[config.mk]
export PLATFORM = sky130hd
export DESIGN_NAME = lzw_ram
export DESIGN_NICKNAME = d
export VERILOG_FILES = /design/src/hw/rtl/lzw_encoder_12bit_defines.svh /design/src/hw/rtl/lzw_ram.sv
export SDC_FILE = /design/constraint.sdc
export NUM_CORES = 2
export LEC_CHECK = 0
export ABC_AREA = 1
export BUFFER_PORTS_ARGS = -buffer_cell sky130_fd_sc_hd__buf_2
export CAP_MARGIN = 20
export CORE_UTILIZATION = 25
export CTS_BUF_LIST = sky130_fd_sc_hd__clkbuf_16
export DETAILED_ROUTE_END_ITERATION = 10
export SETUP_SLACK_MARGIN = 0.5
export SLEW_MARGIN = 20
export SYNTH_ARGS = -nofsm -noshare
export SYNTH_HDL_FRONTEND = slang
export SYNTH_SLANG_ARGS = --single-unit
[constraint.sdc]
create_clock -name clock -period 2.18 [get_ports clock]
set_input_delay 0.109 -clock clock [delete_from_list [all_inputs] [get_ports clock]]
set_output_delay 0.109 -clock clock [all_outputs]
set_load 0.01 [all_outputs]
[src/hw/rtl/lzw_encoder_12bit_defines.svh]
// assertion macros for the lzw encoder
// used by files that carry concurrent checks; expects clock and reset in scope
`ifndef LZW_ENCODER_12BIT_DEFINES_SVH
`define LZW_ENCODER_12BIT_DEFINES_SVH
`ifndef SYNTHESIS
`define LZW_ASSERT(label, expr) \
   label: assert property (@(posedge clock) disable iff (reset) (expr)) \
      else $error("lzw check failed");
`define LZW_ASSERT_IMPL(label, ante, cons) \
   label: assert property (@(posedge clock) (ante) |-> (cons)) \
      else $error("lzw check failed");
`else
`define LZW_ASSERT(label, expr)
`define LZW_ASSERT_IMPL(label, ante, cons)
`endif
`endif

[src/hw/rtl/lzw_ram.sv]
// generic single write, single read ram with registered read data
// no dependencies
module lzw_ram #(
   parameter int WIDTH = 8,
   parameter int DEPTH = 256
) (
   input  logic                     clock,
   input  logic                     wr_en,
   input  logic [$clog2(DEPTH)-1:0] wr_addr,
   input  logic [WIDTH-1:0]         wr_data,
   input  logic                     rd_en,
   input  logic [$clog2(DEPTH)-1:0] rd_addr,
   output logic [WIDTH-1:0]         rd_data
);

   logic [WIDTH-1:0] mem_ff [DEPTH];
   logic [WIDTH-1:0] rd_data_ff;

   always_ff @(posedge clock) begin
      if (wr_en) begin
         mem_ff[wr_addr] <= wr_data;
      end
      if (rd_en) begin
         rd_data_ff <= mem_ff[rd_addr];
      end
   end

   assign rd_data = rd_data_ff;

endmodule

# After elaboration in Yosys (flattened, before gate mapping)
# Memory sizes are Yosys's and may differ from the RTL's. A register that Yosys moved wholly into a read port is not among the register bits.
# Cells that the tools add are included.
dict set report classes {
  n_mux 2
}
# operator n
set op_table {}
lappend op_table {{two-way mux 1 bit} 2}
dict set report word_totals {
  mem_count 1
  wordCells 3
  mem_bits_rw 2048
  regBits 0
  output_inout_bits 8
}
# name depth word_bits rd rd_ports_with_merged_regs wr line
set memory_table {}
lappend memory_table {mem_ff 256 8 1 1 1 lzw_ram.sv:16} ;# logic [WIDTH-1:0] mem_ff [DEPTH];

# Longest topological paths before layout
dict set report depth {
  depth_word 2
  mapped_depth 15
}

# Worst setup path before layout
# Ideal clock, no wire load.
dict set report synth_path {
  path_type {input port to flip-flop}
  from {in wr_en}
  to {mem mem_ff[162][0], enable pin}
  arrival_ns 1.230
  required_ns 1.810
  setup_time_ns 0.370
  setup_slack_ns 0.580
  path_stages 4
  path_cell_list {clkbuf_1 -> nand3_1 -> clkbuf_1 -> nor2_1}
}
dict set report synth_between {
  elab_chain_len 2
}
# element line
set synth_rtl {}
lappend synth_rtl {{start: declaration} lzw_ram.sv:8} ;# input logic wr_en,
lappend synth_rtl {{two-way mux 1 bit} lzw_ram.sv:20} ;# if (wr_en) begin
lappend synth_rtl {{two-way mux 1 bit (not written as such)} lzw_ram.sv:21} ;# mem_ff[wr_addr] <= wr_data;
lappend synth_rtl {{end: declaration} lzw_ram.sv:16}
# Every way passes these cells.

# Worst setup path after layout
dict set report layout_path {
  from {reg rd_data_ff[0] (netlist: rd_data[0]), read port of mem_ff}
  to {out rd_data[0]}
}
# element line
set layout_rtl {}
lappend layout_rtl {{start: declaration} lzw_ram.sv:17} ;# logic [WIDTH-1:0] rd_data_ff;
lappend layout_rtl {{end: declaration} lzw_ram.sv:13} ;# output logic [WIDTH-1:0] rd_data
# No word-level cell between the ends.

==> results_dict.tcl <==
set metrics [dict create \
    status "complete, no violations" \
    hp-class "input pin to flop" \
    ys_ff_latch 2056 \
    worst_ep_arrival_time_ns 1.72 \
    rsz0062_at_grt "true" \
    design_area_sq_um 100000 \
    switching_share_pct 22.5 \
    synth_area_leaders "edfxtp_1 74%, nand3_1 12%, nand2_1 9.5%, buf_2 1.6%, nor2_1 1.3%" \
    clock_sinks 2056 \
    required_ns 2.07 \
    die_area_sq_um 336000 \
    core_sq_um 331000 \
    root_buffer "clkbuf_16" \
    slew_violations 0 \
    worst-setup-path-type "flop to primary output" \
    crit_fanout 3 \
    syn_to_final_growth_pct 20.3 \
    syn_nets 7030 \
    synth_cell_type_count 13 \
    cp-end-kind "primary output" \
    post_cts_buffers 0 \
    period_share_pct 83.8 \
    numCtsBuffers 196 \
    drc_errors 0 \
    nFillCells 32900 \
    path_delay_family "flip-flops" \
    fp.dieH_um 580 \
    overflow 0 \
    cellPowerDensity_nw_per_um2 819 \
    cp_slowest_cell "edfxtp_1" \
    cp_num_buf_inv 1 \
    syn_avg_cell_area_sq_um 11.9 \
    maxSlewHeadroom_pct 47.0 \
    sequentialPowerShare_pct 53.0 \
    synth_warnings 0 \
    ant_nets 0 \
    path_clk_slew_ns 0.07 \
    setup_viol 0 \
    worst_pin_slew_ns 0.794 \
    place_area_sq_um 93000 \
    initial_core_util_pct 25.2 \
    setup_ws_ns 0.353 \
    fmax_mhz 547 \
    firstDrtPassIters 7 \
    die_w_um 580 \
    gp_congestion 0.930 \
    grt_usage_pct 14.2 \
    vias 56600 \
    power.share.clock_pct 39.8 \
    antenna_found_initial 23 \
    p_comb_share_pct 7.1 \
    p_leak_uw 0.0351 \
    io_buffers 34 \
    ir_drop_v 0.000619 \
    clock_skew_ns 0.0481 \
    cts_buffer_depth 4 \
    synth_top_area_share_pct 74.0 \
    grt_pass1_wl_mm 364 \
    first_global_vias 55400 \
    synth_top_cell_by_area "edfxtp_1" \
    netlist_area_sq_um 83500 \
    clk_latency_ns 0.84 \
    critPathMaxStageDelay_ns 0.65 \
    rows 211 \
    ioPinCount 35 \
    drtIter0Drc 6452 \
    max-cap-violations 0 \
    cts-htree-levels 4 \
    drt-wirelength-per-cell_um 20.6 \
    timing.final.crit_period_ns 1.83 \
    final_core_util_pct 30.3 \
    grt_max_degree 83 \
    dp_worst_setup_slack_ns -0.323 \
    power_uw 82300 \
    crit_chain "buf_2" \
    drive_above_1_share_pct 14.9 \
    internal-power_uw 63700 \
    finalSetupTns_ns 0 \
    power_switching_uw 18500 \
    finalHoldViolations 0 \
    cp-start-kind "flop" \
    routed_wl_mm 245 \
    yosysSeqAreaShare_pct 74.0 \
    syn_inst 7003 \
    final_nets 7422 \
    routed_via_density 4.75 \
    cts_tree "done" \
    dp_hpwl_mm 156 \
]
[metal layers]
| layer | share of wire (%) | routed length [um] | global-route usage (%) | up-vias |
|---|---|---|---|---|
| met4 | 4.7 | 11600 | 6.32 | 8 |
| met1 | 40 | 98500 | 18.3 | 28100 |
| met5 | 0.020 | 48 | 0 | - |
| met2 | 48 | 117000 | 23.7 | 2311 |
| li1 | - | - | - | 25700 |
| met3 | 7.3 | 17800 | 1.91 | 514 |
[layout make-up]
type                            count  area (sq um)  area share (%)
Timing Repair Buffer              677          6630            6.60
Antenna cell                       15          37.5          0.0374
Inverter                           39           180           0.179
Clock inverter                    137          1060            1.06
Sequential cell                  2056         61700            61.5
Clock buffer                      199          4980            4.96
Tap cell                         4366          5460            5.44
Multi-Input combinational cell   4425         20400            20.3
[cell usage in the layout (no fill, tap or decap)]
cell           instances
nand2_1             2114
edfxtp_1            2056
nand3_1             1826
buf_4                515
nor2_1               283
clkbuf_16            199
nand3_2              162
buf_12               119
inv_1                 72
clkinv_1              48
nand3_4               31
clkinv_2              21
buf_2                 21
bufinv_16             17
diode_2               15
buf_8                 11
dlygate4sd3_1         10
nand2_2                7
clkinvlp_4             5
inv_6                  4
inv_8                  2
nand2_4                2
clkinv_8               2
clkinv_4               2
inv_16                 1
inv_4                  1
inv_2                  1
buf_6                  1
[synthesized netlist by cell type]
cell type,number
inv_2,2
edfxtp_1,2056
buf_8,1
nor2_1,283
inv_4,1
buf_1,40
nand2_1,2123
inv_1,36
nand3_1,2019
buf_4,46
buf_6,16
buf_2,268
clkbuf_1,112
[per-stage QoR]
step           hold slack, ns  std cells
5_1_grt                0.0662      11900
3_3_place_gp            0.507      11600
6_report               0.0566      11900
4_1_cts                0.0368      11900
3_5_place_dp            0.506      11600
2_1_floorplan           0.208       7003
[registers in the layout (all words and copies together) (netlist names)]
signal and cells:
rd_data 8, mem_ff 2048
[path summary, 6_finish.rpt]
kind | start | end | slack (ns) | cells past startpoint
hold / removal | rd_addr[5] | rd_data[4]$_DFFE_PP_ | 0.06 | 6
setup / recovery | rd_data[0]$_DFFE_PP_ | rd_data[0] | 0.35 | 1
hold reg to reg | mem_ff[74][1]$_DFFE_PP_ | rd_data[1]$_DFFE_PP_ | 1.07 | 10
setup reg to reg | mem_ff[135][1]$_DFFE_PP_ | rd_data[1]$_DFFE_PP_ | 0.42 | 10
[power by group through the flow]
| stage | logic [uW] | clock network, uW | registers (uW) |
|---|---|---|---|
| after floorplan | 2690 | 0 | 44500 |
| after global placement | 5510 | 0 | 44500 |
| after detailed placement | 5550 | 0 | 44500 |
| after CTS | 5730 | 33200 | 43600 |
| after global routing | 6280 | 34500 | 43600 |
| final | 5850 | 32800 | 43600 |
[cell families after synthesis]
| family | after synthesis | synth area share (%) |
|---|---|---|
| buffers and inverters | 522 | 3.12 |
| AND/OR/NAND/NOR | 4425 | 22.9 |
| flip-flops | 2056 | 74.0 |
[repair_timing]
action	4_1_cts	5_1_grt
pin swaps	9	37
gates resized for setup	118	116
hold buffers	10	0
endpoints found under the hold margin	1090	0
setup endpoints to repair	16	16
No activity file was read; power rests on OpenSTA's default activity.
