$ cat config.mk
export PLATFORM = sky130hd
export DESIGN_NAME = lzw_clear
export DESIGN_NICKNAME = d
export VERILOG_FILES = /design/src/hw/rtl/lzw_encoder_12bit_defines.svh /design/src/hw/rtl/lzw_pkg.sv /design/src/hw/rtl/lzw_clear.sv
export SDC_FILE = /design/constraint.sdc
export NUM_CORES = 1
export LEC_CHECK = 0
export ABC_AREA = 1
export BUFFER_PORTS_ARGS = -buffer_cell sky130_fd_sc_hd__buf_2
export CORE_MARGIN = 5
export CORE_UTILIZATION = 40
export CTS_BUF_LIST = sky130_fd_sc_hd__clkbuf_2
export DETAILED_ROUTE_END_ITERATION = 10
export GPL_ROUTABILITY_DRIVEN = 0
export GPL_TIMING_DRIVEN = 0
export PLACE_DENSITY = 0.61
export SLEW_MARGIN = 15
export SYNTH_ARGS = -nofsm -noshare
export SYNTH_HDL_FRONTEND = slang
export SYNTH_SLANG_ARGS = --single-unit
$ cat constraint.sdc
create_clock -name clock -period 3.2 [get_ports clock]
set_input_delay 0.32 -clock clock [delete_from_list [all_inputs] [get_ports clock]]
set_output_delay 0.32 -clock clock [all_outputs]
set_load 0.02 [all_outputs]
$ cat src/hw/rtl/lzw_encoder_12bit_defines.svh
// assertion macros for the lzw encoder
// used by files that carry concurrent checks; expects clock and reset in scope
`ifndef LZW_ENCODER_12BIT_DEFINES_SVH
`define LZW_ENCODER_12BIT_DEFINES_SVH
`ifndef SYNTHESIS
`define LZW_ASSERT(label, expr) \
   label: assert property (@(posedge clock) disable iff (reset) (expr)) \
      else $error("lzw check failed");
`define LZW_ASSERT_IMPL(label, ante, cons) \
   label: assert property (@(posedge clock) (ante) |-> (cons)) \
      else $error("lzw check failed");
`else
`define LZW_ASSERT(label, expr)
`define LZW_ASSERT_IMPL(label, ante, cons)
`endif
`endif

$ cat src/hw/rtl/lzw_pkg.sv
// shared constants and types of the lzw encoder
// no dependencies
package lzw_pkg;

   localparam int CODE_BITS      = 12;
   localparam int BYTE_BITS      = 8;
   localparam int IDX_BITS       = CODE_BITS + BYTE_BITS;
   localparam int TABLE_DEPTH    = 1 << IDX_BITS;
   localparam int EPOCH_BITS_DEF = 8;
   localparam int OUTQ_DEPTH     = 4;
   localparam int OUTQ_PTR_BITS  = 2;
   localparam int OUTQ_CNT_BITS  = 3;

   localparam logic [CODE_BITS-1:0] FIRST_FREE = CODE_BITS'(256);
   localparam logic [CODE_BITS-1:0] END_CODE   = {CODE_BITS{1'b1}};

   localparam logic KIND_DATA = 1'b0;
   localparam logic KIND_END  = 1'b1;

   typedef struct packed {
      logic                 kind;
      logic [BYTE_BITS-1:0] byte_value;
   } req_type;

   typedef struct packed {
      logic [CODE_BITS-1:0] code;
      logic                 last;
   } rsp_type;

   // up to two codes written into the output queue in one cycle
   typedef struct packed {
      logic [1:0] n;
      rsp_type    ent0;
      rsp_type    ent1;
   } push_type;

   typedef struct packed {
      logic                busy;
      logic [IDX_BITS-1:0] addr;
   } clr_stat_type;

endpackage

$ cat src/hw/rtl/lzw_clear.sv
// stream epoch counter and table clearing sweep
// depends on lzw_pkg
module lzw_clear #(
   parameter int EPOCH_BITS = lzw_pkg::EPOCH_BITS_DEF
) (
   input  logic                  clock,
   input  logic                  reset,
   input  logic                  eos,
   output lzw_pkg::clr_stat_type stat,
   output logic [EPOCH_BITS-1:0] epoch
);

   logic                         busy_ff, busy_in;
   logic [lzw_pkg::IDX_BITS-1:0] addr_ff, addr_in;
   logic [EPOCH_BITS-1:0]        epoch_ff, epoch_in;

   always_comb begin
      busy_in  = busy_ff;
      addr_in  = addr_ff;
      epoch_in = epoch_ff;
      if (busy_ff) begin
         addr_in = addr_ff + 1'b1;
         if (addr_ff == {lzw_pkg::IDX_BITS{1'b1}}) begin
            busy_in = 1'b0;
         end
      end else if (eos) begin
         epoch_in = epoch_ff + 1'b1;
         // epoch wraps: old marks would alias, so sweep the table
         if (epoch_ff == {EPOCH_BITS{1'b1}}) begin
            busy_in = 1'b1;
            addr_in = '0;
         end
      end
   end

   always_ff @(posedge clock) begin
      if (reset) begin
         busy_ff  <= 1'b1;
         addr_ff  <= '0;
         epoch_ff <= '0;
      end else begin
         busy_ff  <= busy_in;
         addr_ff  <= addr_in;
         epoch_ff <= epoch_in;
      end
   end

   assign stat.busy = busy_ff;
   assign stat.addr = addr_ff;
   assign epoch     = epoch_ff;

endmodule

After elaboration in Yosys (flattened, before gate mapping)
Index checks and enable logic that the tools add are counted.
- $add $sub $neg: 2
- equality and inequality tests: 2
- mux-type cells: 7
- bitwise logic cells: 1
- reductions and logical operators: 4
- operators with widths (operator ; number):
    $mux W20 ; 3
    $add A20 B1 Y20 const B ; 1
    $eq A20 B20 Y1 const B ; 1
    $add A8 B1 Y8 const B ; 1
    $eq A8 B8 Y1 const B ; 1
    $mux W1 ; 4
    $reduce_and A2 Y1 ; 2
    $reduce_bool A2 Y1 ; 2
    $not A1 Y1 ; 1
- register bits after elaboration: 29
- bits of input ports: 3
- output and inout port bits: 29
- logic and storage cells: 19

Longest topological paths before layout
Gate-level depths: netlist (run 1).
- depth in word-level cells: 4
- gate-level depth with buffers: 9
- mapped depth without buffers: 9

Worst setup path before layout (run 1)
OpenSTA, ideal clock, no wires.
- path kind: register to register
- start: register addr_ff[0] (netlist name)
- end: register addr_ff[12] (netlist name)
- setup time: 116 ps
- data arrival time: 1351 ps
- required time: 3084 ps
- slack: 1733 ps
- stages on the path, launching flop included: 7
- path buffers: 0
- period minus slack after synthesis: 1467 ps
- cell sequence: dfxtp_1 ha_1 nand2_1 nor2_1 nand4_1 o21ai_0 nor2_1
- word-level cells in the longest chain between the ends: 2
- ends and longest elaborated chain (item ; RTL line ; source):
    start: declaration ; lzw_clear.sv:14 ; logic [lzw_pkg::IDX_BITS-1:0] addr_ff, addr_in;
    start signal: assignment ; lzw_clear.sv:43 ; addr_ff <= addr_in;
    $add A20 B1 Y20 ; lzw_clear.sv:22 ; addr_in = addr_ff + 1'b1;
    $mux W20 ; lzw_clear.sv:21 ; if (busy_ff) begin
No other way between the ends.
A chain may end at the register's enable or synchronous reset.

Final worst setup path (run 1)
Same ends and word-level chain as after synthesis.

==> flow_metrics.env, run 1 <==
export IMPL_reg2reg_slack_ps=1650
export IMPL_post_route_period_util_pct=48.3
export IMPL_cts_root_buf="clkbuf_2"
export IMPL_max_stage_delay_ps=440
export IMPL_clk_path_buf_depth=2
export IMPL_dp_slack_ps=1630
export IMPL_synthTopCellsByArea="dfxtp_1 37%, nand2_1 20%, nor2_1 10%"
export IMPL_routedWlPerCell_um=11.4
export IMPL_min_from="reset"
export IMPL_path_clk_slew_ps=150
export IMPL_cts_buffers=5
export IMPL_tritoncts="yes"
export IMPL_static_leakage_power_nw=0.838
export IMPL_cp_slowest_cell="dfxtp_1"
export IMPL_cap_violations=0
export IMPL_status="finished clean"
export IMPL_grt_use_met3_pct=4.68
export IMPL_gr_total_overflow=0
export IMPL_synth_most_common_cell="nand2_1"
export IMPL_vias=1582
export IMPL_n_fill_cell=424
export IMPL_holdPathEnd="addr_ff[1]"
export IMPL_dieArea_mm2=0.00531
export IMPL_rows=22
export IMPL_die_x_um=72.9
export IMPL_fin_nets=290
export IMPL_first_global_vias=1434
export IMPL_diodes=0
export IMPL_power_density_mw_per_mm2=311
export IMPL_insertion_delay_ps=360
export IMPL_hold_path_depth=2
export IMPL_dr_pass1_iters=4
export IMPL_post_synth_top_area_cell="dfxtp_1"
export IMPL_grt_setup_unrepaired="no"
export IMPL_syn_instance_count=247
export IMPL_grt_use_met1_pct=23.4
export IMPL_crit_type="reg2reg"
export IMPL_grt_max_degree=11
export IMPL_postCtsSetupRepairBufs=0
export IMPL_ant_nets=0
export IMPL_post_cts_resized=0
export IMPL_grt_use_met2_pct=22.9
export IMPL_synth_top_area_share_pct=36.7
export IMPL_worstHoldPathType="in2reg"
export IMPL_r2r_cells=6
export IMPL_via_per_inst=4.75
export IMPL_setup_tns_ps=0
export IMPL_synth_nets=252
export IMPL_path_cells="ha_1 -> nand2_1 -> nor2_1 -> nand4_1 -> o21ai_0 -> nor2_1"
export IMPL_avgSynthCellArea_um2=6.40
export IMPL_regArea_um2=581
export IMPL_end_kind="register"
export IMPL_drtIter0Drc=94
export IMPL_syn2layout_area_growth_pct=15.8
export IMPL_max_vdd_ir_drop_uv=196
export IMPL_multi_input_area_um2=860
export IMPL_hpwlAfterDp_um=2900
export IMPL_antenna_found_initial=0
export IMPL_fmax_ghz=0.647
export IMPL_gr_usage_all_layers_pct=16.2
export IMPL_critPathTopFamily="simple AND/OR/NAND/NOR gates"
export IMPL_cp_depth=6
export IMPL_cp_data_required_time_ps=3470
export IMPL_port_buffer_count=31
export IMPL_synth_cell_types=26
export IMPL_arrival_ps=1820
export IMPL_top_usage_layer="met1"
export IMPL_drive_gt1_share_pct=17.9
export IMPL_drt_total_wl_um=3790
export IMPL_drc=0
export IMPL_coreArea_mm2=0.00374
export IMPL_setup_violations=0
export IMPL_setup_slack_ps=1650
export IMPL_synth_edf_count=0
export IMPL_start_kind="register"
export IMPL_start_util_pct=42.2
export IMPL_yosysWarnings=0
export IMPL_holdBufCountCts=0
export IMPL_seq_area_frac_synth_pct=36.7
export IMPL_instances_no_fill=333
export IMPL_cp_num_buf_inv=0
export IMPL_synth_ff_type="dfxtp_1"
export IMPL_r2r_end="addr_ff[12]"
export IMPL_worstMarginPinSlew_ps=545
export IMPL_syn_area_mm2=0.00158
export IMPL_h_tree_depth=2
export IMPL_io_pins=32
export IMPL_hold_violations=0
export IMPL_worst_path_max_fanout=6
export IMPL_ys_ff_latch=29
export IMPL_relSlewSlack_pct=63.6
export IMPL_fin_skew_ps=14.1
export IMPL_fin_crit_ps=1550
export IMPL_async_flop_share_pct=0
export IMPL_crit_top_cell="nor2_1"
export IMPL_grt_pass1_wl_um=6650
export IMPL_slew_viol_final=0
export IMPL_placed_cells=326
export IMPL_clkSinkCount=29
export IMPL_r2r_start="addr_ff[0]"
export IMPL_die_h_um=72.9
export IMPL_ys_top_cells_by_count="85 x nand2_1, 42 x nor2_1, 29 x dfxtp_1, 26 x inv_1, 13 x nand3_1"
==> stage by stage <==
step,area (µm²),hold slack [ps],total power [mW],utilization (%)
detailed placement,1800,456,0.405,48.0
floorplan,1580,389,0.394,-
CTS,1830,183,0.579,48.9
global route,1830,160,0.605,48.9
global placement,1800,451,0.405,48.0
finish,1830,196,0.569,48.9
==> flip-flops by register name, indices dropped and copies added, names as in the netlist <==
name     flops
addr_ff     20
epoch        8
busy_ff      1
==> placed cells by master, fill, tap and decap left out, drive strengths merged, types with 5 or more instances in the layout <==
cell type  count
a21oi         12
buf           35
clkbuf         7
dfxtp         29
inv           27
nand2         87
nand3         13
nand4          5
nor2          46
nor3           6
o21ai          8
==> report_power, final <==
| part | total [mW] | leakage [nW] | switching, mW | internal [mW] |
|---|---|---|---|---|
| Combinational | 0.0280 | 0.578 | 0.0188 | 0.00924 |
| Clock | 0.172 | 0.0265 | 0.121 | 0.0509 |
| Sequential | 0.369 | 0.234 | 0.00439 | 0.364 |
| Total | 0.569 | 0.838 | 0.145 | 0.425 |
==> worst max-delay path by stage <==
stage | start | end | slack (ps)
finish | addr_ff[0] | addr_ff[12] | 1650
global route | addr_ff[1] | addr_ff[12] | 1480
CTS | addr_ff[0] | addr_ff[12] | 1620
detailed placement | addr_ff[0] | addr_ff[12] | 1630
global placement | addr_ff[0] | addr_ff[12] | 1640
floorplan | addr_ff[0] | addr_ff[12] | 1730
==> layer usage <==
layer	wire length (µm)	vias up
li1	-	857
met1	1900	681
met2	1600	37
met3	232	7
met4	57	0
met5	0	-
==> final cells by class <==
type	instances	share of cell area [%]
multi-input cells	186	47.0
flip-flops and latches	29	31.7
repair buffers	31	8.48
inverters	27	5.54
well taps	48	3.28
plain buffers	5	2.12
clock buffers	6	1.64
clock inverters	1	0.205
==> cell families after synthesis <==
group                    share of synthesized area, %
AND/OR/NAND/NOR                                  44.1
adder cells (fa/ha/maj)                          1.58
AO/OA/AOI/OAI                                    8.71
buffers and inverters                            8.87
flip-flops                                       36.7
==> worst reg2reg max path, cell delays in order, from the launching register on <==
cell and delay (ps):
dfxtp_1 440, ha_1 230, nand2_1 80, nor2_1 320
nand4_1 160, o21ai_0 180, nor2_1 50
Power figures use the tool's default switching activity.
==> run 2, diff against run 1 <==
Clock period 3.2 ns to 1.6 ns, I/O delays scaled along.
==> flow_metrics.env, run 2 (synthesized netlist as in run 1, its figures left out) <==
export IMPL_rows=22
export IMPL_worst_path_max_fanout=6
export IMPL_crit_type="reg2reg"
export IMPL_drt_total_wl_um=3800
export IMPL_largest_reg_flops=20
export IMPL_max_vdd_ir_drop_uv=391
export IMPL_largest_register="addr_ff"
export IMPL_cp_depth=8
export IMPL_start_util_pct=42.2
export IMPL_crit_top_cell="nand2_1"
export IMPL_diodes=0
export IMPL_gr_usage_all_layers_pct=16.2
export IMPL_grt_max_degree=11
export IMPL_setup_slack_ps=137
export IMPL_final_util_pct=49.3
export IMPL_h_tree_depth=2
export IMPL_fin_crit_ps=1460
export IMPL_gr_total_overflow=0
export IMPL_cp_slowest_cell="dfxtp_1"
export IMPL_relSlewSlack_pct=64.2
export IMPL_die_h_um=72.9
export IMPL_syn2layout_area_growth_pct=16.8
export IMPL_routedWlPerCell_um=11.4
export IMPL_antenna_found_initial=0
export IMPL_path_cells="ha_1 -> nand2_1 -> nor2_1 -> nand2_1 -> nor2_1 -> nand3_1 -> nand2_1 -> nand2_1"
export IMPL_slew_viol_final=0
export IMPL_vias=1590
export IMPL_via_per_inst=4.76
export IMPL_coreArea_mm2=0.00374
export IMPL_fin_area_mm2=0.00185
export IMPL_io_pins=32
export IMPL_first_global_vias=1434
export IMPL_end_kind="register"
export IMPL_hpwlAfterDp_um=2900
export IMPL_cp_num_buf_inv=0
export IMPL_cts_buffers=5
export IMPL_status="finished clean"
export IMPL_postCtsSetupRepairBufs=0
export IMPL_cap_violations=0
export IMPL_static_leakage_power_nw=0.839
export IMPL_setup_violations=0
export IMPL_worstMarginPinSlew_ps=537
export IMPL_max_stage_delay_ps=440
export IMPL_fin_skew_ps=15.3
export IMPL_dpl_cell_area_mm2=0.00180
export IMPL_port_buffer_count=31
export IMPL_cp_data_required_time_ps=1860
export IMPL_hold_violations=0
export IMPL_drc=0
export IMPL_clk_path_buf_depth=2
export IMPL_fmax_ghz=0.683
export IMPL_insertion_delay_ps=360
export IMPL_final_cell_mix="85 x nand2_1, 41 x nor2_1, 32 x buf_2, 28 x dfxtp_1, 26 x inv_1"
export IMPL_critPathTopFamily="simple AND/OR/NAND/NOR gates"
export IMPL_drive_gt1_share_pct=18.9
export IMPL_fin_nets=291
export IMPL_cts_root_buf="clkbuf_2"
export IMPL_hold_path_depth=4
export IMPL_post_route_period_util_pct=91.5
export IMPL_start_kind="register"
export IMPL_power_density_mw_per_mm2=620
export IMPL_die_x_um=72.9
export IMPL_dp_slack_ps=28.0
export IMPL_grt_pass1_wl_um=6650
export IMPL_mostFrequentLayoutCell="nand2_1"
export IMPL_worstHoldPathType="in2reg"
export IMPL_tritoncts="yes"
export IMPL_r2r_cells=8
export IMPL_path_clk_slew_ps=150
export IMPL_drtIter0Drc=80
export IMPL_power_mw=1.14
export IMPL_dr_pass1_iters=4
export IMPL_dieArea_mm2=0.00531
export IMPL_ant_nets=0
export IMPL_reg2reg_slack_ps=140
export IMPL_clkSinkCount=29
export IMPL_arrival_ps=1720
run 2: cell count changes in the layout (fill, tap and decap cells not counted), sizes merged:
| cell | delta |
|---|---|
| dlygate4sd3 | +1 |
run 2: power breakdown:
group          internal (mW)  switching, mW
Clock                  0.102          0.247
Sequential             0.729        0.00889
Combinational         0.0201         0.0378
run 2: cell type report:
| type | instances | area [µm²] |
|---|---|---|
| Clock inverter | 1 | 3.75 |
| Inverter | 27 | 101 |
| Clock buffer | 6 | 30.0 |
| Fill cell | 425 | 1900 |
| Tap cell | 48 | 60.1 |
| Buffer | 5 | 38.8 |
| Sequential cell | 29 | 582 |
| Multi-Input combinational cell | 186 | 865 |
| Timing Repair Buffer | 32 | 165 |
run 2: per-stage QoR:
step / hold WS (ps) / TNS (ps) / cells
floorplan: 229 / 0 / 247
global placement: 429 / 0 / 326
detailed placement: 425 / 0 / 326
CTS: 22.6 / 0 / 333
global route: 222 / -2.97 / 334
finish: 215 / 0 / 334
run 2: per-layer routing:
metal | vias to the layer above | wire length (µm) | GRT usage [%]
met4 | 0 | 54 | 4.92
li1 | 861 | - | -
met1 | 690 | 1940 | 23.4
met3 | 6 | 201 | 4.68
met2 | 33 | 1600 | 22.9
met5 | - | 0 | 0
run 2: worst min-delay path, delay by kind of cell:
kind,cells,cell delay (ps)
compound gates,1,80
buf+inv,1,100
simple gates,2,180
run 2: path summary, 6_finish.rpt:
path | startpoint | end
hold / removal | eos | epoch[1]
setup / recovery | addr_ff[0] | busy_ff
setup reg to reg | addr_ff[0] | busy_ff
hold reg to reg | epoch[6] | epoch[6]
run 2: what timing repair did:
item,CTS,global route
resized for setup,0,3
hold buffers,0,1
setup endpoints to repair,0,5
hold endpoints to repair,0,1
==> run 3, diff against run 2 <==
Settings changed: RECOVER_POWER from default to 100.
==> flow_metrics.env, run 3 (synthesized netlist as in run 1, its figures left out) <==
export IMPL_status="finished clean"
export IMPL_fin_nets=291
export IMPL_dieArea_mm2=0.00531
export IMPL_first_global_vias=1434
export IMPL_vias=1591
export IMPL_clk_path_buf_depth=2
export IMPL_largest_reg_flops=20
export IMPL_diodes=0
export IMPL_io_pins=32
export IMPL_port_buffer_count=31
export IMPL_multi_input_area_um2=865
export IMPL_n_fill_cell=427
export IMPL_post_route_period_util_pct=91.4
export IMPL_slew_viol_final=0
export IMPL_fin_area_mm2=0.00184
export IMPL_max_vdd_ir_drop_uv=392
export IMPL_cap_violations=0
export IMPL_antenna_found_initial=0
export IMPL_gr_usage_all_layers_pct=16.2
export IMPL_power_density_mw_per_mm2=621
export IMPL_fin_crit_ps=1460
export IMPL_relSlewSlack_pct=64.2
export IMPL_insertion_delay_ps=360
export IMPL_final_util_pct=49.2
export IMPL_ant_nets=0
export IMPL_cts_root_buf="clkbuf_2"
export IMPL_cp_data_required_time_ps=1860
export IMPL_dr_pass1_iters=4
export IMPL_routedWlPerCell_um=11.4
export IMPL_start_util_pct=42.2
export IMPL_fin_skew_ps=15.4
export IMPL_cts_buffers=5
export IMPL_static_leakage_power_nw=0.826
export IMPL_rows=22
export IMPL_worstMarginPinSlew_ps=537
export IMPL_end_kind="register"
export IMPL_grt_pass1_wl_um=6650
export IMPL_die_x_um=72.9
export IMPL_regArea_um2=582
export IMPL_drive_gt1_share_pct=17.8
export IMPL_dp_slack_ps=28.0
export IMPL_fmax_ghz=0.684
export IMPL_syn2layout_area_growth_pct=16.5
export IMPL_arrival_ps=1720
export IMPL_tritoncts="yes"
export IMPL_drc=0
export IMPL_path_clk_slew_ps=150
export IMPL_setup_violations=0
export IMPL_worst_path_max_fanout=6
export IMPL_h_tree_depth=2
export IMPL_start_kind="register"
export IMPL_mostFrequentLayoutCell="nand2_1"
export IMPL_via_per_inst=4.76
export IMPL_coreArea_mm2=0.00374
export IMPL_worstHoldPathType="in2reg"
export IMPL_grt_max_degree=11
export IMPL_clkSinkCount=29
export IMPL_drt_total_wl_um=3800
export IMPL_setup_slack_ps=137
export IMPL_die_h_um=72.9
export IMPL_hold_violations=0
export IMPL_gr_total_overflow=0
export IMPL_drtIter0Drc=80
export IMPL_largest_register="addr_ff"
export IMPL_hpwlAfterDp_um=2900
export IMPL_dpl_cell_area_mm2=0.00180
export IMPL_final_cell_mix="85 x nand2_1, 41 x nor2_1, 29 x buf_2, 28 x dfxtp_1, 26 x inv_1"
export IMPL_crit_type="reg2reg"
export IMPL_postCtsSetupRepairBufs=0
run 3: cell count changes in the layout (fill, tap and decap cells not counted), sizes merged:
cell,change
buf,-3
clkbuf,+3
run 3: where the power goes:
group	total, mW	internal (mW)	switching, mW	leakage [nW]
sequential	0.738	0.729	0.00889	0.235
combinational	0.0578	0.0201	0.0377	0.565
clock	0.349	0.102	0.247	0.0265
run 3: worst paths after layout:
path         endpoint  startpoint  slack, ps  cells after the start
max           busy_ff  addr_ff[0]        140                      8
min          epoch[1]         eos        210                      4
max reg2reg   busy_ff  addr_ff[0]        140                      8
min reg2reg  epoch[6]    epoch[6]        480                      2
run 3: worst max-delay path, stage by stage (launching register included):
cell,delay (ps)
dfxtp_1,440
ha_1,230
nand2_1,60
nor2_1,140
nand2_1,90
nor2_1,170
nand3_1,110
nand2_1,70
nand2_1,50
run 3: layout make-up:
type,count,share of cell area [%]
Buffer,5,2.11
Clock buffer,6,1.63
Clock inverter,1,0.204
Inverter,27,5.50
Multi-Input combinational cell,186,46.9
Sequential cell,29,31.6
Tap cell,48,3.26
Timing Repair Buffer,32,8.76
run 3: timing repair:
item	in CTS	in global routing
setup endpoints to repair	0	5
hold buffers	0	1
resized for setup	0	3
endpoints found under the hold margin	0	1
run 3: through the flow:
stage | power, mW | std cells | hold WS [ps] | TNS, ps
detailed placement | 0.810 | 326 | 425 | 0
global route | 1.21 | 334 | 222 | -2.97
finish | 1.14 | 334 | 214 | 0
CTS | 1.16 | 333 | 22.6 | 0
global placement | 0.810 | 326 | 429 | 0
floorplan | 0.789 | 247 | 229 | 0
run 3: per-layer routing:
layer / up-vias / share of wire, % / global-route usage, % / wire (µm)
met5: - / 0 / 0 / 0
li1: 861 / - / - / -
met1: 689 / 50 / 23.4 / 1920
met2: 35 / 42 / 22.9 / 1610
met4: 0 / 1.4 / 4.92 / 54
met3: 6 / 5.9 / 4.68 / 223
