**src/hw/rtl/lzw_encoder_12bit_defines.svh**
```systemverilog
// assertion macros for the lzw encoder
// used by files that carry concurrent checks; expects clock and reset in scope
`ifndef LZW_ENCODER_12BIT_DEFINES_SVH
`define LZW_ENCODER_12BIT_DEFINES_SVH
`ifndef SYNTHESIS
`define LZW_ASSERT(label, expr) \
   label: assert property (@(posedge clock) disable iff (reset) (expr)) \
      else $error("lzw check failed");
`define LZW_ASSERT_IMPL(label, ante, cons) \
   label: assert property (@(posedge clock) (ante) |-> (cons)) \
      else $error("lzw check failed");
`else
`define LZW_ASSERT(label, expr)
`define LZW_ASSERT_IMPL(label, ante, cons)
`endif
`endif

```
**src/hw/rtl/lzw_pkg.sv**
```systemverilog
// shared constants and types of the lzw encoder
// no dependencies
package lzw_pkg;

   localparam int CODE_BITS      = 12;
   localparam int BYTE_BITS      = 8;
   localparam int IDX_BITS       = CODE_BITS + BYTE_BITS;
   localparam int TABLE_DEPTH    = 1 << IDX_BITS;
   localparam int EPOCH_BITS_DEF = 8;
   localparam int OUTQ_DEPTH     = 4;
   localparam int OUTQ_PTR_BITS  = 2;
   localparam int OUTQ_CNT_BITS  = 3;

   localparam logic [CODE_BITS-1:0] FIRST_FREE = CODE_BITS'(256);
   localparam logic [CODE_BITS-1:0] END_CODE   = {CODE_BITS{1'b1}};

   localparam logic KIND_DATA = 1'b0;
   localparam logic KIND_END  = 1'b1;

   typedef struct packed {
      logic                 kind;
      logic [BYTE_BITS-1:0] byte_value;
   } req_type;

   typedef struct packed {
      logic [CODE_BITS-1:0] code;
      logic                 last;
   } rsp_type;

   // up to two codes written into the output queue in one cycle
   typedef struct packed {
      logic [1:0] n;
      rsp_type    ent0;
      rsp_type    ent1;
   } push_type;

   typedef struct packed {
      logic                busy;
      logic [IDX_BITS-1:0] addr;
   } clr_stat_type;

endpackage

```
**src/hw/rtl/lzw_outq.sv**
```systemverilog
// small output queue, up to two pushes and one pop per cycle
// depends on lzw_pkg
module lzw_outq (
   input  logic              clock,
   input  logic              reset,
   input  lzw_pkg::push_type push,
   output logic              room,
   output logic              rsp_valid,
   input  logic              rsp_ready,
   output lzw_pkg::rsp_type  rsp_data
);

   lzw_pkg::rsp_type                 q_ff [lzw_pkg::OUTQ_DEPTH];
   logic [lzw_pkg::OUTQ_PTR_BITS-1:0] wr_ptr_ff, wr_ptr_in;
   logic [lzw_pkg::OUTQ_PTR_BITS-1:0] rd_ptr_ff, rd_ptr_in;
   logic [lzw_pkg::OUTQ_CNT_BITS-1:0] count_ff, count_in;
   logic                              pop;

   assign pop       = rsp_valid && rsp_ready;
   assign rsp_valid = (count_ff != '0);
   assign rsp_data  = q_ff[rd_ptr_ff];
   // room for a full pair regardless of this cycle's pop
   assign room = (count_ff <= lzw_pkg::OUTQ_CNT_BITS'(lzw_pkg::OUTQ_DEPTH - 2));

   always_comb begin
      wr_ptr_in = wr_ptr_ff + push.n;
      rd_ptr_in = rd_ptr_ff + {{(lzw_pkg::OUTQ_PTR_BITS-1){1'b0}}, pop};
      count_in  = count_ff + {{(lzw_pkg::OUTQ_CNT_BITS-2){1'b0}}, push.n}
                  - {{(lzw_pkg::OUTQ_CNT_BITS-1){1'b0}}, pop};
   end

   always_ff @(posedge clock) begin
      if (push.n != 2'd0) begin
         q_ff[wr_ptr_ff] <= push.ent0;
      end
      if (push.n == 2'd2) begin
         q_ff[wr_ptr_ff + 1'b1] <= push.ent1;
      end
   end

   always_ff @(posedge clock) begin
      if (reset) begin
         wr_ptr_ff <= '0;
         rd_ptr_ff <= '0;
         count_ff  <= '0;
      end else begin
         wr_ptr_ff <= wr_ptr_in;
         rd_ptr_ff <= rd_ptr_in;
         count_ff  <= count_in;
      end
   end

endmodule

```
**config.mk**
```make
export PLATFORM = sky130hd
export DESIGN_NAME = lzw_outq
export DESIGN_NICKNAME = d
export VERILOG_FILES = /design/src/hw/rtl/lzw_encoder_12bit_defines.svh /design/src/hw/rtl/lzw_pkg.sv /design/src/hw/rtl/lzw_outq.sv
export SDC_FILE = /design/constraint.sdc
export NUM_CORES = 1
export LEC_CHECK = 0
export BUFFER_PORTS_ARGS = -buffer_cell sky130_fd_sc_hd__buf_2
export CAP_MARGIN = 20
export CORE_ASPECT_RATIO = 0.6
export CORE_MARGIN = 2
export CORE_UTILIZATION = 35
export CTS_CLUSTER_DIAMETER = 100
export CTS_CLUSTER_SIZE = 16
export DETAILED_ROUTE_END_ITERATION = 6
export GPL_TIMING_DRIVEN = 0
export PLACE_DENSITY = 0.61
export REMOVE_ABC_BUFFERS = 1
export SLEW_MARGIN = 25
export SYNTH_ARGS = -nofsm -noshare
export SYNTH_HDL_FRONTEND = slang
export SYNTH_SLANG_ARGS = --single-unit
export TNS_END_PERCENT = 5
```
**constraint.sdc**
```tcl
create_clock -name clock -period 2.14 [get_ports clock]
set_input_delay 0.214 -clock clock [delete_from_list [all_inputs] [get_ports clock]]
set_output_delay 0.214 -clock clock [all_outputs]
set_load 0.01 [all_outputs]
```
After elaboration in Yosys (flattened, before gate mapping)
Memory sizes are Yosys's and may differ from the RTL's. A register that Yosys moved wholly into a read port is not among the register bits.
Cells that the tools add are included.
{"block": "op_classes", "n_addsub": 5, "order_cmp": 1, "eq_ne": 1, "n_mux": 5, "n_reduce_logical": 3}
{"operator": "$mux 1", "count": 4}
{"operator": "$add 3x2->3", "count": 1}
{"operator": "$le 3x2->1 const B", "count": 1}
{"operator": "$reduce_bool 3->1", "count": 1}
{"operator": "$sub 3x1->3", "count": 1}
{"operator": "$add 2x1->2", "count": 1}
{"operator": "$add 2x1->2 const B", "count": 1}
{"operator": "$add 2x2->2", "count": 1}
{"operator": "$eq 2x2->1 const B", "count": 1}
{"operator": "$mux 2", "count": 1}
{"operator": "$reduce_bool 2->1", "count": 1}
{"operator": "$logic_and 1x1->1", "count": 1}
{"block": "totals", "ff_bits": 7, "ramBits": 52, "input_bits": 31, "output_inout_bits": 15, "mem_count": 1}
{"name": "q_ff", "words": 4, "word_bits": 13, "rd": 1, "rd_ports_with_merged_regs": 1, "write_ports": 2, "line": "lzw_outq.sv:13", "rtl": "lzw_pkg::rsp_type q_ff [lzw_pkg::OUTQ_DEPTH];"}

Logic depth before layout (Yosys ltp)
Gate-level depths: netlist of the first run.
{"block": "depth", "ltp_word": 4, "ltp_mapped": 7, "ltp_nobuf": 6}

Worst setup path before layout of the first run
Ideal clock, no wire load.
{"block": "synth_path", "path_kind": "reg2reg", "startpoint": "reg wr_ptr_ff[1] in the netlist's numbering", "endpoint": "mem q_ff[0][0] in the netlist's numbering (enable)", "arrival_ns": 1.549, "required_time_ns": 1.736, "slack_ns": 0.187, "stages_incl_launch_ff": 3, "n_path_buf": 1, "synth_period_minus_slack_ns": 1.953, "cell_sequence": "dfxtp_1 > buf_2 > o31ai_1"}
{"element": "start: declaration", "line": "lzw_outq.sv:14", "rtl": "logic [lzw_pkg::OUTQ_PTR_BITS-1:0] wr_ptr_ff, wr_ptr_in;"}
{"element": "start signal: assignment", "line": "lzw_outq.sv:47", "rtl": "wr_ptr_ff <= wr_ptr_in;"}
{"element": "end: declaration", "line": "lzw_outq.sv:13"}

==> flow_summary.json, run 1 <==
{
  "synth_top_cell_by_area": "edfxtp_1",
  "peakVddDrop_mv": 0.351,
  "start_kind": "flip-flop",
  "rrSetupSlack_ps": 170,
  "antenna_found_initial": 0,
  "crit_required_ps": 1930,
  "clkTransAtPathRegs_ps": 50,
  "dr_wl_met3_um": 407,
  "place_area_mm2": 0.00334,
  "p_clk_frac": 0.348,
  "reg2reg_from": "wr_ptr_ff[0]$_SDFF_PP0_",
  "track_usage": 0.141,
  "core-area_mm2": 0.00843,
  "postSynthCellCount": 171,
  "ys_types": 26,
  "finalSetupViolCount": 0,
  "nNetsFinal": 254,
  "path_max_fanout": 16,
  "synth_area_mm2": 0.00300,
  "dieArea_mm2": 0.00935,
  "ys_seq_area_frac": 0.567,
  "clk_latency_ps": 320,
  "vias_per_cell": 4.88,
  "timing.final.crit_share": 0.926,
  "fin_skew_ps": 5.24,
  "cts_hold_buffers": 0,
  "p_per_area_mw_per_mm2": 977,
  "ios": 46,
  "whs_path_depth": 2,
  "tightest_slew_ps": 1030,
  "yosys-top-cells-area": "edfxtp_1, mux2_2, mux4_2",
  "reg2reg_to": "q_ff[1][9]$_DFFE_PP_",
  "grt_overflow": 0,
  "p_switching_mw": 0.916,
  "dieHeight_um": 75.7,
  "fmax_mhz": 505,
  "start_util": 0.356,
  "wire_per_inst_um": 17.6,
  "period_minus_slack_ps": 1980,
  "status": "finished, final reports clean",
  "grt_max_degree": 17,
  "worst_ep_arrival_time_ps": 1770,
  "io_buffers": 45,
  "final_core_util": 0.429,
  "synth-seq-cells": 59,
  "area_delta_synth_final_pct": 20.6,
  "routed_wl_um": 5920,
  "endpoint_kind": "output port",
  "seqPwrFrac": 0.442,
  "wl_met2_um": 2640,
  "cts_tree": "yes",
  "netSwitchingFraction": 0.259,
  "top_layer_used": "met4",
  "maxSlewViolCount": 0,
  "vias": 1640,
  "leakage_nw": 1.32,
  "diodes": 0,
  "final_area_mm2": 0.00362,
  "ys_warn_count": 0,
  "r2r_cells": 2,
  "comb_power_share": 0.210,
  "dr.pass1.iters": 4,
  "fillers": 755,
  "drt-initial-drc-count": 105,
  "first_global_vias": 1667,
  "root_buffer": "clkbuf_16",
  "ant_nets": 0,
  "final_layout_size_suffix_gt1_frac": 0.576,
  "die_x_um": 124,
  "rsz0062_at_grt": "no",
  "synth_top_area_frac": 0.521,
  "wl_met1_um": 2850,
  "max-slew-margin-rel": 0.309,
  "dpl.hpwl_um": 3920,
  "internal_power_mw": 2.62,
  "hold_viol": 0,
  "numCtsBuffers": 9,
  "cap_violations": 0,
  "clockBufferDepth": 2,
  "rows": 26,
  "syn_avg_cell_area_um2": 17.5,
  "hold_class": "primary input to flip-flop",
  "gp_congestion": 0.686,
  "grt_first_pass_wirelength_um": 9050,
  "cts_sinks": 59,
  "worstSetupPathType": "flip-flop to output port",
  "hp-start": "reset",
  "ctsHtreeMaxLevel": 3,
  "hold_path_end": "wr_ptr_ff[0]$_SDFF_PP0_",
  "drc_errors": 0
}
[cells in the mapped netlist, drive strengths merged]
| master | instances |
|---|---|
| and4bb | 1 |
| xnor3 | 2 |
| mux2 | 54 |
| a21oi | 1 |
| inv | 3 |
| nor4b | 1 |
| nand4b | 1 |
| fa | 1 |
| o31ai | 2 |
| o21ba | 1 |
| or3 | 1 |
| mux2i | 2 |
| a21o | 1 |
| edfxtp | 52 |
| nor4bb | 1 |
| o311ai | 1 |
| nor2 | 6 |
| buf | 10 |
| nor2b | 6 |
| dfxtp | 7 |
| ha | 3 |
| mux4 | 13 |
| or2 | 1 |
[registers in the layout, indices dropped and copies added, names as in the netlist]
signal	flops
wr_ptr_ff	2
rd_ptr_ff	2
count_ff	3
q_ff	52
[worst max-delay path, cell delays in order, from the launching register on]
cell     delay, ps
dfxtp_2        680
mux4_2         590
buf_2          160
[how the worst max path moves through the flow]
stage	from	end	slack (ps)	cells past startpoint
floorplan	wr_ptr_ff[0]$_SDFF_PP0_	q_ff[2][0]$_DFFE_PP_	-520	2
global placement	wr_ptr_ff[0]$_SDFF_PP0_	q_ff[2][10]$_DFFE_PP_	-1850	2
detailed placement	wr_ptr_ff[0]$_SDFF_PP0_	q_ff[2][10]$_DFFE_PP_	-260	3
CTS	wr_ptr_ff[1]$_SDFF_PP0_	q_ff[0][1]$_DFFE_PP_	-50	3
global route	rd_ptr_ff[0]$_SDFF_PP0_	rsp_data[12]	30	2
finish	rd_ptr_ff[0]$_SDFF_PP0_	rsp_data[4]	160	2
[metal layers]
layer  global-route usage  vias up
met5                    0        -
met4               0.0341        0
met3               0.0696        2
met2                0.212       54
met1                0.185      803
li1                     -      781
[power groups by stage]
| stage | clock [mW] | sequential [mW] | combinational (mW) |
|---|---|---|---|
| floorplan | 0 | 1.53 | 0.499 |
| detailed placement | 0 | 1.59 | 0.750 |
| CTS | 1.26 | 1.56 | 0.752 |
| global route | 1.30 | 1.59 | 0.819 |
| finish | 1.23 | 1.56 | 0.742 |
| global placement | 0 | 1.58 | 0.724 |
[layout by cell type, fill, tap and decap left out, drive strengths merged, types with 2 or more instances in the layout]
cell,Yosys,layout
nor2,6,6
clkbuf,0,12
inv,3,3
xnor3,2,2
clkinv,0,4
o31ai,2,2
dfxtp,7,7
nor2b,6,6
mux4,13,13
edfxtp,52,52
mux2,54,54
buf,10,47
ha,3,3
mux2i,2,2
[stage by stage]
step	total power, mW	hold slack (ps)	instances	worst slack, ps	setup TNS (ps)
detailed placement	2.34	515	320	-259	-3680
CTS	3.58	170	336	-49.9	-816
floorplan	2.03	286	161	-515	-12220
finish	3.53	180	336	159	0
global placement	2.30	520	318	-1850	-52920
global route	3.71	178	336	27.2	0
[area by class of cell]
type,count,area (µm²),area share
well taps,112,140,0.0388
inverters,3,11.3,0.00311
multi-input cells,99,1260,0.348
clock buffers,12,236,0.0654
clock inverters,4,17.5,0.00484
repair buffers,47,248,0.0685
flip-flops and latches,59,1710,0.472
[timing repair]
item / in CTS / in global routing
endpoints found under the hold margin: 0 / 0
pin swaps: 0 / 2
gates cloned: 0 / 0
setup endpoints to repair: 33 / 49
resized for setup: 2 / 4
setup buffers: 0 / 0
[cell families after synthesis]
| kind of cell | share of synthesized area |
|---|---|
| XOR/XNOR | 0.0150 |
| AND/OR/NAND/NOR | 0.0459 |
| AO/OA/AOI/OAI | 0.0154 |
| multiplexers | 0.307 |
| flip-flops | 0.567 |
| buffers and inverters | 0.0300 |
| adder cells (fa/ha/maj) | 0.0192 |
No activity file was read; power rests on OpenSTA's default activity.
==> run 2, diff against run 1 <==
--- a/config.mk
+++ b/config.mk
@@ -5,6 +5,7 @@
 export SDC_FILE = /design/constraint.sdc
 export NUM_CORES = 1
 export LEC_CHECK = 0
+export ABC_AREA = 1
 export BUFFER_PORTS_ARGS = -buffer_cell sky130_fd_sc_hd__buf_2
 export CAP_MARGIN = 20
 export CORE_ASPECT_RATIO = 0.6
@@ -14,7 +15,7 @@
 export CTS_CLUSTER_SIZE = 16
 export DETAILED_ROUTE_END_ITERATION = 6
 export GPL_TIMING_DRIVEN = 0
-export PLACE_DENSITY = 0.61
+export PLACE_DENSITY = 0.6
 export REMOVE_ABC_BUFFERS = 1
 export SLEW_MARGIN = 25
 export SYNTH_ARGS = -nofsm -noshare
==> run 2 against run 1 <==
Effect of this change:
- non-clock buffer count is 2 higher
- fmax is 3.5% higher
- utilization is 0.85 points higher
- clock-buffer cell count is 2 lower
- critical path type unchanged
==> flow_summary.json, run 2 <==
{
  "status": "finished, final reports clean",
  "worstSetupPathType": "flip-flop to output port",
  "cts_setup_buffers": 0,
  "synthMuxAreaShare": 0,
  "synthFlopType": "edfxtp_1",
  "final_cell_mix": "nand2_1, o21ai_2, edfxtp_1",
  "yosys-top-cells-area": "edfxtp_1, o21ai_2, nand2_1",
  "largest_reg_flops": 52,
  "rows": 26,
  "antenna_found_initial": 0,
  "ant_nets": 0,
  "worst_ep_arrival_time_ps": 1700,
  "grt_first_pass_wirelength_um": 11900,
  "place_area_mm2": 0.00353,
  "fillers": 841,
  "syn_avg_cell_area_um2": 10.3,
  "root_buffer": "clkbuf_16",
  "top_regs": "q_ff: 52 flops, count_ff: 3 flops",
  "diodes": 0,
  "postSynthCellCount": 309,
  "vias": 2325,
  "dieArea_mm2": 0.00990,
  "synth-seq-cells": 59,
  "io_buffers": 45,
  "clockBufferDepth": 2,
  "synth_area_mm2": 0.00318,
  "finalSetupViolCount": 0,
  "synth_common_cells": "nand2_1, edfxtp_1, o21ai_2",
  "dpl.hpwl_um": 4850,
  "crit_required_ps": 1930,
  "synth-compound-area-share": 0.224,
  "start_kind": "flip-flop",
  "period_minus_slack_ps": 1910,
  "hold_class": "primary input to flip-flop",
  "grt_overflow": 0,
  "synth_top_cell_by_area": "edfxtp_1",
  "final_layout_size_suffix_gt1_frac": 0.358,
  "tightest_slew_ps": 765,
  "first_global_vias": 2237,
  "wire_per_inst_um": 15.6,
  "vias_per_cell": 4.95,
  "synth_top_family_by_area": "compound AO/OA/AOI/OAI gates",
  "routed_wl_um": 7320,
  "clk_latency_ps": 330,
  "final_common_cell": "nand2_1",
  "maxSlewViolCount": 0,
  "placed_cells": 455,
  "top_register": "q_ff",
  "synthXorXnorAreaFrac": 0.00550,
  "core-area_mm2": 0.00865,
  "track_usage": 0.161,
  "cts_hold_buffers": 0,
  "nNetsFinal": 389,
  "postCtsResizedCells": 2,
  "dieHeight_um": 77.9,
  "path_delay_family": "flip-flops",
  "die_x_um": 127,
  "total_power_mw": 3.65,
  "path_max_fanout": 30,
  "final_core_util": 0.438,
  "p_per_area_mw_per_mm2": 962,
  "worst_path_max_delay_cell": "dfxtp_4",
  "ios": 46,
  "async_flop_share": 0,
  "drt-initial-drc-count": 170,
  "yosys.area_share.adder": 0.0181,
  "numCtsBuffers": 9,
  "hold_viol": 0,
  "fmax_mhz": 523,
  "fin_skew_ps": 4.08,
  "ys_warn_count": 0,
  "synth_top_area_frac": 0.491,
  "cts_sinks": 59,
  "endpoint_kind": "output port",
  "cap_violations": 0,
  "rsz0062_at_grt": "no",
  "yosysMostFrequentCell": "nand2_1",
  "drc_errors": 0,
  "max-slew-margin-rel": 0.488,
  "whs_ps": 74.8,
  "ys_seq_area_frac": 0.535,
  "ctsHtreeMaxLevel": 3,
  "gp_congestion": 0.747,
  "cts_tree": "yes",
  "critical_path_buf_inv_count": 2,
  "slowest_delay_ps": 540,
  "leakage_nw": 1.55,
  "start_util": 0.368,
  "dr.pass1.iters": 4,
  "grt_max_degree": 31,
  "peakVddDrop_mv": 0.486,
  "path_cells": "inv_2 -> o21ai_0 -> o22ai_1 -> buf_2",
  "clkTransAtPathRegs_ps": 50,
  "timing.final.crit_share": 0.894,
  "ys_types": 25,
  "area_delta_synth_final_pct": 19.0,
  "synth_edf_count": 52,
  "yosys.area_share.simple": 0.148,
  "final_area_mm2": 0.00379,
  "layoutNonFillerInstCount": 470
}
## run 2: cell families (layout without fill, tap and decap cells)
group / count (synthesis) / in the layout
compound gates: 98 / 98
xor+xnor: 2 / 2
fa+ha+maj: 4 / 4
buf+inv: 41 / 90
flops: 59 / 59
simple gates: 105 / 105
## run 2: path summary, 6_finish.rpt
path / from / cells after the start / slack [ps] / to
min reg2reg: count_ff[2]$_SDFF_PP0_ / 2 / 530 / count_ff[2]$_SDFF_PP0_
max: rd_ptr_ff[0]$_SDFF_PP0_ / 4 / 230 / rsp_data[4]
min: reset / 2 / 70 / wr_ptr_ff[0]$_SDFF_PP0_
max reg2reg: wr_ptr_ff[0]$_SDFF_PP0_ / 4 / 250 / q_ff[3][2]$_DFFE_PP_
## run 2: final cells by class
class                      count  area (µm²)  area share
sequential                    59        1710       0.451
timing repair buffer          49         278      0.0733
clock inverter                 5        21.3     0.00562
clock buffer                  10         229      0.0605
tap                          112         140      0.0370
multi-input combinational    209        1310       0.347
inverter                      26         100      0.0264
## run 2: metrics by stage
stage | setup TNS (ps) | setup WS, ps
finish | 0 | 226
global route | 0 | 30.5
CTS | 0 | 150
detailed placement | -1810 | -181
global placement | -43290 | -935
floorplan | 0 | 29.1
## run 2: power breakdown
| part | total (mW) | internal (mW) | switching [mW] |
|---|---|---|---|
| clock network | 1.24 | 0.758 | 0.479 |
| registers | 1.53 | 1.41 | 0.116 |
| logic | 0.880 | 0.331 | 0.549 |
## run 2: routing by layer
layer / up-vias / GRT usage / part of all wire
li1: 1187 / - / -
met1: 1068 / 0.218 / 0.49
met2: 63 / 0.239 / 0.43
met3: 7 / 0.0545 / 0.071
met4: 0 / 0.0593 / 0.010
met5: - / 0 / 0
## run 2: worst register-to-register path, cell delays in order (launching register included)
cell,delay (ps)
dfxtp_1,600
inv_2,190
nand3_4,410
o31ai_4,240
buf_6,210
==> run 3, diff against run 2 <==
--- a/config.mk
+++ b/config.mk
@@ -10,12 +10,12 @@
 export CAP_MARGIN = 20
 export CORE_ASPECT_RATIO = 0.6
 export CORE_MARGIN = 2
-export CORE_UTILIZATION = 35
+export CORE_UTILIZATION = 57
 export CTS_CLUSTER_DIAMETER = 100
 export CTS_CLUSTER_SIZE = 16
 export DETAILED_ROUTE_END_ITERATION = 6
 export GPL_TIMING_DRIVEN = 0
-export PLACE_DENSITY = 0.6
+export PLACE_DENSITY = 0.87
 export REMOVE_ABC_BUFFERS = 1
 export SLEW_MARGIN = 25
 export SYNTH_ARGS = -nofsm -noshare
==> constraint.sdc (replaced) <==
create_clock -name clock -period 1.8 [get_ports clock]
set_input_delay 0.18 -clock clock [delete_from_list [all_inputs] [get_ports clock]]
set_output_delay 0.18 -clock clock [all_outputs]
set_load 0.01 [all_outputs]
==> run 3 against run 2 <==
Effect of this change:
- global-route usage is 7.9 points higher
- critical endpoint is now count_ff[2]$_SDFF_PP0_
- combinational power is 31% higher
- first-iteration DRC count is 15% higher
==> flow_summary.json, run 3 (synthesis gave the netlist of run 2 again) <==
{
  "hp-start": "reset",
  "worstSetupPathType": "flip-flop to flip-flop",
  "track_usage": 0.240,
  "timing.final.crit_share": 0.996,
  "top_register": "q_ff",
  "place_ws_ps": -363,
  "fillers": 412,
  "layoutNonFillerInstCount": 431,
  "area_delta_synth_final_pct": 18.8,
  "largest_reg_flops": 52,
  "hold_class": "primary input to flip-flop",
  "r2r_cells": 10,
  "reg2reg_to": "count_ff[2]$_SDFF_PP0_",
  "rrSetupSlack_ps": 8,
  "p_per_area_mw_per_mm2": 1160,
  "period_minus_slack_ps": 1790,
  "netSwitchingFraction": 0.310,
  "seqPwrFrac": 0.417,
  "hold_path_end": "wr_ptr_ff[0]$_SDFF_PP0_",
  "clk_latency_ps": 340,
  "max-slew-margin-rel": 0.483,
  "fmax_mhz": 558,
  "gp_congestion": 0.740,
  "leakage_nw": 1.56,
  "p_switching_mw": 1.36,
  "comb_power_share": 0.262,
  "p_clk_frac": 0.322,
  "root_buffer": "clkbuf_8",
  "die_x_um": 100,
  "endpoint_kind": "flip-flop",
  "final_common_cell": "nand2_1",
  "path_max_fanout": 5,
  "cts_hold_buffers": 0,
  "whs_path_depth": 2,
  "ant_nets": 0,
  "io_buffers": 45,
  "finalSetupViolCount": 0,
  "routed_wl_um": 7270,
  "vias": 2447,
  "top_regs": "q_ff: 52 flops, count_ff: 3 flops",
  "ctsHtreeMaxLevel": 3,
  "drt-initial-drc-count": 196,
  "rsz0062_at_grt": "yes",
  "cap_violations": 0,
  "peakVddDrop_mv": 0.447,
  "status": "finished, final reports clean",
  "tightest_slew_ps": 773,
  "final_layout_size_suffix_gt1_frac": 0.398,
  "reg2reg_from": "count_ff[2]$_SDFF_PP0_",
  "internal_power_mw": 3.03,
  "ios": 46,
  "drc_errors": 0,
  "wire_per_inst_um": 16.9,
  "placed_cells": 412,
  "worst_ep_arrival_time_ps": 2030,
  "total_power_mw": 4.40,
  "hold_viol": 0,
  "first_global_vias": 2125,
  "core-area_mm2": 0.00549,
  "dpl.hpwl_um": 4600,
  "clockBufferDepth": 2,
  "dr.pass1.iters": 6,
  "rows": 21,
  "maxSlewViolCount": 0,
  "fin_tns_setup_ps": 0,
  "start_util": 0.580,
  "cts_tree": "yes",
  "crit_required_ps": 2040,
  "nNetsFinal": 392,
  "worst_slack_ps": 8.07,
  "grt_overflow": 0,
  "dieHeight_um": 61.9,
  "fin_skew_ps": 7.90,
  "vias_per_cell": 5.68,
  "numCtsBuffers": 9,
  "clkTransAtPathRegs_ps": 70,
  "final_cell_mix": "nand2_1, o21ai_2, edfxtp_1",
  "start_kind": "flip-flop",
  "grt_first_pass_wirelength_um": 10600,
  "cts_sinks": 59,
  "dieArea_mm2": 0.00622,
  "antenna_found_initial": 0,
  "diodes": 0,
  "grt_max_degree": 31
}
==> run 3: cell type report <==
cell class | instances | area, µm² | area share
clock buffer | 10 | 128 | 0.0338
clock inverter | 6 | 104 | 0.0275
tap | 69 | 86.3 | 0.0228
timing repair buffer | 51 | 285 | 0.0755
sequential | 59 | 1710 | 0.453
multi-input combinational | 210 | 1360 | 0.359
inverter | 26 | 108 | 0.0285
==> run 3: worst max-delay path by stage <==
stage / depth (start not counted) / startpoint / to / slack, ps
finish: 10 / count_ff[2]$_SDFF_PP0_ / count_ff[2]$_SDFF_PP0_ / 8
global route: 10 / count_ff[2]$_SDFF_PP0_ / count_ff[2]$_SDFF_PP0_ / -80
CTS: 10 / count_ff[2]$_SDFF_PP0_ / count_ff[2]$_SDFF_PP0_ / -40
detailed placement: 4 / rd_ptr_ff[0]$_SDFF_PP0_ / rsp_data[2] / -360
global placement: 2 / wr_ptr_ff[0]$_SDFF_PP0_ / q_ff[3][9]$_DFFE_PP_ / -1120
floorplan: 2 / wr_ptr_ff[0]$_SDFF_PP0_ / q_ff[3][0]$_DFFE_PP_ / -310
==> run 3: metrics by stage <==
step                      utilization  instance area [µm²]  hold WS, ps
after global routing            0.688                 3780         25.8
after detailed placement        0.632                 3470          400
final                           0.688                 3780         27.7
after CTS                       0.679                 3730         20.2
after global placement          0.614                 3370          388
after floorplan                     -                 3060          251
==> run 3: metal layers <==
| layer | vias to the layer above | routed length (µm) | GRT usage |
|---|---|---|---|
| met5 | - | 0 | 0 |
| met4 | 0 | 108 | 0.0841 |
| met3 | 16 | 557 | 0.0805 |
| met2 | 107 | 3560 | 0.384 |
| met1 | 1138 | 3050 | 0.315 |
| li1 | 1186 | - | - |
==> run 3: timing repair <==
item | CTS | global route
resized for setup | 9 | 10
cloned | 0 | 1
setup endpoints to repair | 45 | 13
buffers inserted | 0 | 2
pin swaps | 0 | 4
==> run 3: worst max-delay path: stages, from the launching register on <==
cell     delay [ps]
dfxtp_4         360
nor2_2          120
nand2_2         110
nand3_4          80
o21ai_2          70
ha_2            180
fa_2            410
xor2_2          200
nand2_1          70
nand2_1          60
nor2_1           40
==> run 3: power groups by stage <==
stage | clock network (mW) | registers, mW | logic [mW]
floorplan | 0 | 1.79 | 0.656
global placement | 0 | 1.82 | 0.960
detailed placement | 0 | 1.83 | 1.04
CTS | 1.42 | 1.81 | 1.08
global route | 1.48 | 1.85 | 1.28
finish | 1.41 | 1.83 | 1.15
